`src/rtl/core/bounded_ordered_list_engine_assert.svh`:
```
// Assertion macros for the bounded ordered list engine.
`ifndef BOUNDED_ORDERED_LIST_ENGINE_ASSERT_SVH
`define BOUNDED_ORDERED_LIST_ENGINE_ASSERT_SVH

`ifndef SYNTHESIS
`define BOLE_ASSERT_IMPLY(label, clk, rst_n, a, b) \
	label: assert property (@(posedge clk) disable iff (!(rst_n)) (a) |-> (b)) \
		else $error("bole assertion failed");
`define BOLE_ASSERT_NEXT(label, clk, rst_n, a, b) \
	label: assert property (@(posedge clk) disable iff (!(rst_n)) (a) |=> (b)) \
		else $error("bole assertion failed");
`else
`define BOLE_ASSERT_IMPLY(label, clk, rst_n, a, b)
`define BOLE_ASSERT_NEXT(label, clk, rst_n, a, b)
`endif

`endif

```
`src/rtl/core/bole_pkg.sv`:
```
// Shared types and codes of the bounded ordered list engine.
`default_nettype none
package bole_pkg;
	localparam int MODE_W  = 3;
	localparam int DATA_W  = 32;
	localparam int POS_W   = 5;
	localparam int STAT_W  = 3;
	localparam int CNT_W   = 5;

	localparam logic [MODE_W-1:0] MODE_INS_FRONT = 3'd0;
	localparam logic [MODE_W-1:0] MODE_APPEND    = 3'd1;
	localparam logic [MODE_W-1:0] MODE_INS_POS   = 3'd2;
	localparam logic [MODE_W-1:0] MODE_DELETE    = 3'd3;
	localparam logic [MODE_W-1:0] MODE_SEARCH    = 3'd4;

	localparam logic [STAT_W-1:0] ST_OK     = 3'd0;
	localparam logic [STAT_W-1:0] ST_FULL   = 3'd1;
	localparam logic [STAT_W-1:0] ST_RANGE  = 3'd2;
	localparam logic [STAT_W-1:0] ST_EMPTY  = 3'd3;
	localparam logic [STAT_W-1:0] ST_ABSENT = 3'd4;

	typedef logic signed [DATA_W-1:0] data_t;

	typedef struct packed {
		logic load_new;
		logic shift_up;
		logic shift_down;
	} cell_ctl_t;
endpackage
`default_nettype wire

```
`src/rtl/core/bole_ifs.sv`:
```
// Request and response channel interfaces of the bounded ordered list engine.
`default_nettype none
interface bole_req_if;
	logic              valid;
	logic              ready;
	logic [2:0]        mode;
	logic signed [31:0] value;
	logic [4:0]        position;

	modport source (output valid, output mode, output value, output position, input ready);
	modport sink (input valid, input mode, input value, input position, output ready);
endinterface

interface bole_rsp_if;
	logic              valid;
	logic              ready;
	logic [2:0]        status;
	logic signed [31:0] found_value;
	logic [4:0]        count;

	modport source (output valid, output status, output found_value, output count, input ready);
	modport sink (input valid, input status, input found_value, input count, output ready);
endinterface
`default_nettype wire

```
`src/rtl/core/bole_cell.sv`:
```
// One list cell: holds an entry, compares it, and shifts with its neighbors.
`default_nettype none
module bole_cell (
	input  wire                     clk,
	input  wire                     arst_n,
	input  wire                     cmp_en,
	input  wire                     live,
	input  wire signed [31:0]       cmp_value,
	input  wire signed [31:0]       new_value,
	input  bole_pkg::cell_ctl_t     ctl,
	input  wire signed [31:0]       left_value,
	input  wire signed [31:0]       right_value,
	input  wire                     prefix_in,
	output logic signed [31:0]      value,
	output logic                    prefix_out
);
	import bole_pkg::*;

	data_t value_q;
	logic  match_q;

	always_ff @(posedge clk or negedge arst_n) begin
		if (!arst_n) begin
			match_q <= 1'b0;
		end else if (cmp_en) begin
			match_q <= live && (value_q == cmp_value);
		end
	end

	always_ff @(posedge clk) begin
		if (ctl.load_new) begin
			value_q <= new_value;
		end else if (ctl.shift_up) begin
			value_q <= left_value;
		end else if (ctl.shift_down && prefix_out) begin
			value_q <= right_value;
		end
	end

	assign prefix_out = prefix_in | match_q;
	assign value      = value_q;
endmodule
`default_nettype wire

```
`src/rtl/core/bounded_ordered_list_engine.sv`:
```
// Top level of the bounded ordered list engine: a chain of DEPTH entry cells.
// Keeps an ordered list of up to DEPTH signed 32-bit values in a row of cells.
// A request transaction (insert front, append, insert at position, delete
// value, search value): when it is accepted each cell compares its entry with
// the request value into a register; once the response register is free, an
// OR chain through the cells finds the first match, and the cells after the
// insert place shift up, or on a delete the cells from the first match on
// shift down, by one place at once. One response follows each request; a new
// request waits until the previous one is done, also while a finished response
// holds the response register. No clearing is needed after reset.
`default_nettype none
module bounded_ordered_list_engine #(
	parameter int DEPTH = 16
) (
	input  wire        clk,
	input  wire        arst_n,
	bole_req_if.sink   req,
	bole_rsp_if.source rsp
);
	import bole_pkg::*;

	`include "bounded_ordered_list_engine_assert.svh"

	localparam int CW = $clog2(DEPTH + 1);
	localparam int IW = (CW > POS_W) ? CW : POS_W;

	logic              busy_q;
	logic [MODE_W-1:0] mode_s1;
	data_t             value_s1;
	logic [POS_W-1:0]  pos_s1;
	logic [CW-1:0]     count_q;
	logic              rsp_valid_q;
	logic [STAT_W-1:0] status_q;
	data_t             found_q;
	logic [CNT_W-1:0]  rsp_count_q;

	logic              accept;
	logic              done;
	logic              is_ins;
	logic              is_find;
	logic              full;
	logic              empty;
	logic              any_match;
	logic [IW-1:0]     idx;
	logic              ins_ok;
	logic              del_ok;
	logic [STAT_W-1:0] status_d;
	data_t             found_d;
	logic [CW-1:0]     count_d;

	data_t             cell_val [DEPTH];
	logic [DEPTH:0]    prefix;

	assign accept    = req.valid && req.ready;
	assign req.ready = !busy_q;
	assign done      = busy_q && (!rsp_valid_q || rsp.ready);

	assign full      = (count_q == CW'(DEPTH));
	assign empty     = (count_q == '0);
	assign any_match = prefix[DEPTH];

	always_comb begin
		is_ins   = 1'b0;
		is_find  = 1'b0;
		idx      = '0;
		status_d = ST_OK;
		case (mode_s1)
			MODE_INS_FRONT: begin
				is_ins = 1'b1;
				idx    = '0;
			end
			MODE_APPEND: begin
				is_ins = 1'b1;
				idx    = IW'(count_q);
			end
			MODE_INS_POS: begin
				is_ins = 1'b1;
				idx    = IW'(pos_s1);
			end
			MODE_DELETE, MODE_SEARCH: begin
				is_find = 1'b1;
			end
			default: begin
				is_ins  = 1'b0;
				is_find = 1'b0;
			end
		endcase
		if (is_ins) begin
			if (full) begin
				status_d = ST_FULL;
			end else if (idx > IW'(count_q)) begin
				status_d = ST_RANGE;
			end
		end else if (is_find) begin
			if (empty) begin
				status_d = ST_EMPTY;
			end else if (!any_match) begin
				status_d = ST_ABSENT;
			end
		end
		ins_ok  = done && is_ins && (status_d == ST_OK);
		del_ok  = done && (mode_s1 == MODE_DELETE) && (status_d == ST_OK);
		found_d = (is_find && (status_d == ST_OK)) ? value_s1 : '0;
		count_d = count_q;
		if (ins_ok) begin
			count_d = count_q + 1'b1;
		end else if (del_ok) begin
			count_d = count_q - 1'b1;
		end
	end

	assign prefix[0] = 1'b0;

	for (genvar i = 0; i < DEPTH; i++) begin : g_cell
		cell_ctl_t   ctl;
		data_t       left_v;
		data_t       right_v;

		assign ctl.load_new   = ins_ok && (idx == IW'(i));
		assign ctl.shift_up   = ins_ok && (idx < IW'(i));
		assign ctl.shift_down = del_ok;
		assign left_v  = (i == 0) ? value_s1 : cell_val[(i == 0) ? 0 : i - 1];
		assign right_v = (i == DEPTH - 1) ? value_s1 : cell_val[(i == DEPTH - 1) ? i : i + 1];

		bole_cell u_cell (
			.clk         (clk),
			.arst_n      (arst_n),
			.cmp_en      (accept),
			.live        (CW'(i) < count_q),
			.cmp_value   (req.value),
			.new_value   (value_s1),
			.ctl         (ctl),
			.left_value  (left_v),
			.right_value (right_v),
			.prefix_in   (prefix[i]),
			.value       (cell_val[i]),
			.prefix_out  (prefix[i+1])
		);
	end

	always_ff @(posedge clk) begin
		if (accept) begin
			mode_s1  <= req.mode;
			value_s1 <= req.value;
			pos_s1   <= req.position;
		end
		if (done) begin
			status_q    <= status_d;
			found_q     <= found_d;
			rsp_count_q <= CNT_W'(count_d);
		end
	end

	always_ff @(posedge clk or negedge arst_n) begin
		if (!arst_n) begin
			busy_q      <= 1'b0;
			count_q     <= '0;
			rsp_valid_q <= 1'b0;
		end else begin
			if (accept) begin
				busy_q <= 1'b1;
			end else if (done) begin
				busy_q <= 1'b0;
			end
			if (done) begin
				count_q     <= count_d;
				rsp_valid_q <= 1'b1;
			end else if (rsp.ready) begin
				rsp_valid_q <= 1'b0;
			end
		end
	end

	assign rsp.valid       = rsp_valid_q;
	assign rsp.status      = status_q;
	assign rsp.found_value = found_q;
	assign rsp.count       = rsp_count_q;

	`BOLE_ASSERT_IMPLY(a_count_bound, clk, arst_n, 1'b1, count_q <= CW'(DEPTH))
	`BOLE_ASSERT_NEXT(a_ins_grows, clk, arst_n, ins_ok, count_q == $past(count_q) + 1'b1)
	`BOLE_ASSERT_NEXT(a_del_value, clk, arst_n, del_ok, rsp.found_value == $past(value_s1))
	`BOLE_ASSERT_IMPLY(a_no_accept_busy, clk, arst_n, busy_q, !accept)
endmodule
`default_nettype wire

```
`src/flat_wrapper.sv`:
```
// flat-port wrapper written by rule: the top's interface ports become plain ports
module bounded_ordered_list_engine_flat import bole_pkg::*;
#(
	parameter int DEPTH = 16
)
  (clk, arst_n, req_valid, req_mode, req_value, req_position, req_ready, rsp_valid, rsp_status, rsp_found_value, rsp_count, rsp_ready);
  bole_req_if req_i ();
  bole_rsp_if rsp_i ();
  input  wire clk;
  input  wire arst_n;
  input wire logic [$bits(req_i.valid)-1:0] req_valid;
  input wire logic [$bits(req_i.mode)-1:0] req_mode;
  input wire logic [$bits(req_i.value)-1:0] req_value;
  input wire logic [$bits(req_i.position)-1:0] req_position;
  output wire logic [$bits(req_i.ready)-1:0] req_ready;
  output wire logic [$bits(rsp_i.valid)-1:0] rsp_valid;
  output wire logic [$bits(rsp_i.status)-1:0] rsp_status;
  output wire logic [$bits(rsp_i.found_value)-1:0] rsp_found_value;
  output wire logic [$bits(rsp_i.count)-1:0] rsp_count;
  input wire logic [$bits(rsp_i.ready)-1:0] rsp_ready;
  assign req_i.valid = req_valid;
  assign req_i.mode = req_mode;
  assign req_i.value = req_value;
  assign req_i.position = req_position;
  assign req_ready = req_i.ready;
  assign rsp_valid = rsp_i.valid;
  assign rsp_status = rsp_i.status;
  assign rsp_found_value = rsp_i.found_value;
  assign rsp_count = rsp_i.count;
  assign rsp_i.ready = rsp_ready;
  bounded_ordered_list_engine #(.DEPTH(DEPTH)) u_core (.clk(clk), .arst_n(arst_n), .req(req_i), .rsp(rsp_i));
endmodule
```
`config.mk`:
```
export PLATFORM = sky130hd
export DESIGN_NAME = bounded_ordered_list_engine_flat
export DESIGN_NICKNAME = d
export VERILOG_FILES = /design/src/rtl/core/bole_pkg.sv /design/src/rtl/core/bole_ifs.sv /design/src/rtl/core/bole_cell.sv /design/src/rtl/core/bounded_ordered_list_engine.sv /design/src/flat_wrapper.sv
export VERILOG_INCLUDE_DIRS = /design/src /design/src/rtl/core
export SDC_FILE = /design/constraint.sdc
export NUM_CORES = 2
export LEC_CHECK = 0
export ABC_AREA = 0
export BUFFER_PORTS_ARGS = -buffer_cell sky130_fd_sc_hd__buf_2
export CORE_UTILIZATION = 55
export DETAILED_ROUTE_END_ITERATION = 8
export PLACE_DENSITY = 0.8
export SLEW_MARGIN = 20
export SYNTH_ARGS = -nofsm -noshare
export SYNTH_HDL_FRONTEND = slang
export SYNTH_HIERARCHICAL = 1
export SYNTH_SLANG_ARGS = --single-unit
```
`constraint.sdc`:
```
create_clock -name clk -period 14.2 [get_ports clk]
set_input_delay 1.42 -clock clk [delete_from_list [all_inputs] [get_ports clk]]
set_output_delay 1.42 -clock clk [all_outputs]
set_load 0.02 [all_outputs]
```
After elaboration in Yosys (flattened, before gate mapping)
Cells that the tools add are included.
{ "totals": {"ff_bits": 615, "elab_cells": 288} }
{ "op_classes": {"n_reduce_logical": 98, "magnitude_cmp": 33, "n_addsub": 2, "bitwise_logic": 15, "muxes": 63, "n_eq_ne": 36} }
{ "op_table": {"columns": ["operator", "n"], "rows": [
  ["$mux W32", 48],
  ["$eq A32 B32 Y1", 16],
  ["$logic_and A1 B1 Y1", 71],
  ["$reduce_bool A3 Y1", 16],
  ["$eq A5 B4 Y1 const B", 8],
  ["$lt A4 B5 Y1 const A", 8],
  ["$lt A5 B4 Y1 const B", 8],
  ["$eq A5 B3 Y1 const B", 4],
  ["$lt A3 B5 Y1 const A", 4],
  ["$lt A5 B3 Y1 const B", 4],
  ["$mux W3", 5],
  ["$or A1 B1 Y1", 15],
  ["$eq A5 B2 Y1 const B", 2],
  ["$logic_not A5 Y1", 2],
  ["$lt A1 B5 Y1 const A", 2],
  ["$lt A2 B5 Y1 const A", 2],
  ["$lt A5 B1 Y1 const B", 2],
  ["$lt A5 B2 Y1 const B", 2],
  ["$mux W5", 2],
  ["$pmux W5 S2", 1],
  ["$eq A3 B2 Y1 const B", 2],
  ["$logic_not A3 Y1", 2],
  ["$mux W1", 6],
  ["$add A5 B1 Y5 const B", 1],
  ["12 further kinds", 14]
]} }

Depth between registers and ports, before layout
{ "depth": {"word_depth": 25, "depth_mapped": 25, "mapped_depth_nobuf": 22} }

Cells and area by module
Netlist, hierarchy kept.
{ "modules_own_cells": {"columns": ["module", "area_per_inst_um2", "instances", "cells_per_inst", "seq_area_each_um2"], "rows": [
  ["bole_cell", 2014.4, 16, 187, 985.9],
  ["bounded_ordered_list_engine", 3846.2, 1, 294, 2577.5]
]} }

Worst setup path after synthesis
No wires, ideal clock.
{ "synth_path": {"path_type": "reg2reg", "start": "register u_core.g_cell[0].u_cell.match_q", "end": "register u_core.g_cell[6].u_cell.value_q[0] (enable)", "arrival_time_ns": 6.353, "slack_ns": 7.451, "required_ns": 13.804, "synth_period_minus_slack_ns": 6.749, "stages_incl_launch_ff": 25, "n_path_buf": 3, "cell_sequence": "dfrtp_1 or2_2 or2_2 or2_2 or2_2 or2_2 or2_2 or2_2 or2_2 or2_2 or2_2 or2_2 or2_2 or2_2 or2_2 or2_2 or2_2 a21oi_2 a211oi_2 buf_6 nand2_1 a211oi_2 buf_2 buf_2 a211o_1"} }
{ "synth_lines": {"columns": ["element", "line_no", "text"], "rows": [
  ["start, declared", "bole_cell.sv:20", "logic match_q;"],
  ["start signal, assigned", "bole_cell.sv:26", "match_q <= live && (value_q == cmp_value);"],
  ["end signal, assigned", "bole_cell.sv:32", "value_q <= new_value;"],
  ["end signal, assigned", "bole_cell.sv:34", "value_q <= left_value;"],
  ["end signal, assigned", "bole_cell.sv:36", "value_q <= right_value;"],
  ["end, declared", "bole_cell.sv:19", "data_t value_q;"]
]} }

==> flow_summary.ini <==
[final_layout]
num_antenna_cells = 0
drive_above_1_share_pct = 9.18
area_growth_pct = 9.59
nFillCells = 4997
fin_area_um2 = 39500
nets = 3354

[global_routing]
antenna_found_initial = 2
overflow = 0
track_usage_pct = 29.3
grt_pass1_vias = 25842
grt_max_degree = 66
grt_pass1_wl_um = 152000

[clock_tree]
clkLatencyLatePin_ns = 0.62
cts-resized-gates = 0
cts_setup_buffers = 0
cts_max_level = 3
cts_root_buf = clkbuf_16
clock_path_buffers = 3
ctsHoldBuffers = 0
cts.sinks = 615
cts_buffers = 67
clk_pin_slew_ns = 0.06
cts_tree = built

[drt]
wl_per_cell_um = 23.4
ant_nets = 0
routed_wl_um = 98700
drc = 0
first_pass_iters = 5
dr_total_vias = 25910
vias_per_cell = 6.15
drtIter0Drc = 2979

[worst_setup_path]
crit_path_frequent_cell = or2_2
cp-end-kind = flop
crit_path_cell_trace = or2_2 -> or2_2 -> or2_2 -> or2_2 -> or2_2 -> or2_2 -> or2_2 -> or2_2 -> or2_2 -> or2_2 -> or2_2 -> or2_2 -> or2_2 -> or2_2 -> or2_2 -> or2_2 -> a21oi_2 -> nor2_1 -> nand3b_1 -> a21oi_4 -> buf_4 -> a211o_1 -> buf_4
cp-start-kind = flop
reg2reg_depth = 23
reg2reg_slack_ns = 6.40
crit_type = reg2reg
slowest_delay_ns = 0.61
reg2reg_from = u_core/g_cell[0].u_cell/match_q$_DFFE_PN0P_
worstPathArrival_ns = 8.15
crit_slowest_cell = a211o_1
regToRegEndpoint = u_core/g_cell[11].u_cell/value[4]$_DFFE_PP_
path_max_fanout = 33
cp.required_ns = 14.55

[timing]
period_minus_slack_ns = 7.80
setup_viol = 0
slew_headroom_pct = 31.2
tightestPinTransition_ns = 1.03
fin_tns_setup_ns = 0
max_freq_ghz = 0.128
hold_slack_ns = 0.489
hold_viol = 0
grt_setup_unrepaired = false
post-route-period-util_pct = 54.9
skew_ns = 0.0203
drv_slew = 0

[die]
pin_count = 86
rows = 93
fp.dieW_um = 258
fp.coreArea_um2 = 64600
die_area_um2 = 66600
start_util_pct = 55.9
dieHeight_um = 258

[synth]
synth-main-ff-cell = edfxtp_1
ys_seq_area_share_pct = 50.9
synthDistinctLibCells = 48
synth.most_common_cell = edfxtp_1
syn_avg_cell_area_um2 = 11.0
syn_area_um2 = 36100
ys_ff_latch = 615
synthCells = 3286
synthTopCellsByArea = edfxtp_1, mux2i_1, o21ai_0
synth_top_area_share_pct = 49.3
synth_top_cell_by_area = edfxtp_1
ys_warn_count = 6
synth.top_cells.by_count = edfxtp_1, nand2_1, o21ai_0, mux2i_1, xnor2_1
ys_async_sr_fraction_pct = 3.74
synth_edf_count = 592

[run_status]
status = finished, final reports clean

[place]
port_buffers = 85
hpwl_um = 69700
placed_area_um2 = 37400
place.gp.congestion = 0.881

[min_path]
whs_path_depth = 2
timing.hold.worst.start = u_core/g_cell[1].u_cell/match_q$_DFFE_PN0P_
hold_class = reg2reg
hold_end = u_core/g_cell[1].u_cell/match_q$_DFFE_PN0P_

[pwr]
intPower_uw = 4180
p_sw_share_pct = 34.0
share_seq_of_total_power_pct = 47.3
p_per_area_nw_per_um2 = 160
p_comb_share_pct = 25.1
worst_ir_drop_vdd_v = 0.0000838
p_sw_uw = 2150
p_leak_uw = 0.0121
p_clk_share_pct = 27.6

[job]
cap_violations = 0
stage by stage:
step	util (%)	instances	power, uW	worst slack (ns)
2_1_floorplan	-	3287	4000	7.45
3_3_place_gp	57.9	4088	4510	6.52
3_5_place_dp	57.9	4088	4580	6.48
4_1_cts	61.2	4211	6320	6.45
5_1_grt	61.2	4211	6570	6.19
6_report	61.2	4211	6340	6.40
routing by layer:
layer  wire [um]  vias to the layer above  track usage, %
li1            -                    11938               -
met1       38500                    12462            36.8
met2       50200                     1273            50.8
met3        7030                      237            3.49
met4        3010                        0            12.6
met5           0                        -               0
area by class of cell:
cell class	count	area, um^2	share of cell area [%]
clock inverter	31	284	0.718
inverter	14	52.6	0.133
multi-input combinational	2471	17100	43.3
sequential	615	18400	46.4
timing repair buffer	133	786	1.99
clock buffer	92	1870	4.73
tap	855	1070	2.71
cell families after synthesis:
group / share of synthesized area [%]
mux: 14.2
compound gates: 8.87
flops: 50.9
fa+ha+maj: 0.277
xor+xnor: 12.6
other cells: 0.0104
simple gates: 10.8
buf+inv: 2.40
layout by cell type (no fill, tap or decap), types with 3 or more instances in the layout:
master | netlist | final
nor2_1 | 29 | 12
o31ai_2 | 16 | 16
xnor2_1 | 263 | 263
inv_6 | 0 | 6
inv_2 | 1 | 3
edfxtp_1 | 592 | 592
clkinv_1 | 2 | 13
nand4_1 | 67 | 67
nand2b_1 | 18 | 18
clkbuf_8 | 0 | 8
clkbuf_1 | 114 | 16
a21oi_4 | 0 | 7
nand3b_1 | 11 | 11
o31ai_1 | 3 | 3
dfrtp_1 | 23 | 23
xor2_1 | 256 | 256
bufinv_16 | 0 | 4
nand3_1 | 38 | 38
a211o_2 | 0 | 3
ha_1 | 8 | 8
and2_1 | 35 | 34
or2_2 | 16 | 16
nand2_1 | 531 | 531
buf_2 | 70 | 85
or4_1 | 16 | 16
buf_4 | 0 | 48
clkbuf_16 | 0 | 68
nor2_4 | 0 | 17
mux2i_1 | 512 | 512
a211o_1 | 16 | 13
clkinv_2 | 0 | 6
inv_1 | 11 | 9
nor4_1 | 66 | 64
o21ai_0 | 520 | 520
nor3_1 | 5 | 3
a21o_1 | 3 | 3
a21oi_1 | 15 | 8
critical path: cells and delay by family, from the launching register on:
kind / cells / cell delay, ns
compound gates: 3 / 0.90
flops: 1 / 0.38
buf+inv: 2 / 0.66
simple gates: 18 / 5.51
flip-flops by register name (all words and copies together), names as in the netlist:
name / cells
u_core/pos_s1: 5
u_core/g_cell.left_v: 32
u_core/count_q: 5
u_core/g_cell.u_cell/match_q: 16
u_core/g_cell.u_cell/value: 512
u_core/rsp.count: 5
u_core/mode_s1: 3
u_core/rsp.found_value: 32
u_core/busy_q: 1
u_core/rsp.status: 3
u_core/rsp.valid: 1
worst max path at each step:
stage / from / end / slack, ns / cells past startpoint
after floorplan: u_core/g_cell[0].u_cell/match_q$_DFFE_PN0P_ / u_core/g_cell[6].u_cell/value[0]$_DFFE_PP_ / 7.45 / 24
after global placement: u_core/g_cell[0].u_cell/match_q$_DFFE_PN0P_ / u_core/g_cell[11].u_cell/value[11]$_DFFE_PP_ / 6.52 / 23
after detailed placement: u_core/g_cell[0].u_cell/match_q$_DFFE_PN0P_ / u_core/g_cell[11].u_cell/value[3]$_DFFE_PP_ / 6.48 / 23
after CTS: u_core/g_cell[0].u_cell/match_q$_DFFE_PN0P_ / u_core/g_cell[11].u_cell/value[4]$_DFFE_PP_ / 6.45 / 23
after global routing: u_core/g_cell[0].u_cell/match_q$_DFFE_PN0P_ / u_core/g_cell[11].u_cell/value[4]$_DFFE_PP_ / 6.19 / 23
final: u_core/g_cell[0].u_cell/match_q$_DFFE_PN0P_ / u_core/g_cell[11].u_cell/value[4]$_DFFE_PP_ / 6.40 / 23
power by group through the flow:
stage                     combinational, uW  sequential (uW)  clock (uW)
after CTS                              1560             2990        1760
final                                  1590             3000        1750
after floorplan                        1110             2890           0
after global placement                 1490             3020           0
after detailed placement               1550             3030           0
after global routing                   1720             3030        1830
No activity file was read; power rests on OpenSTA's default activity.
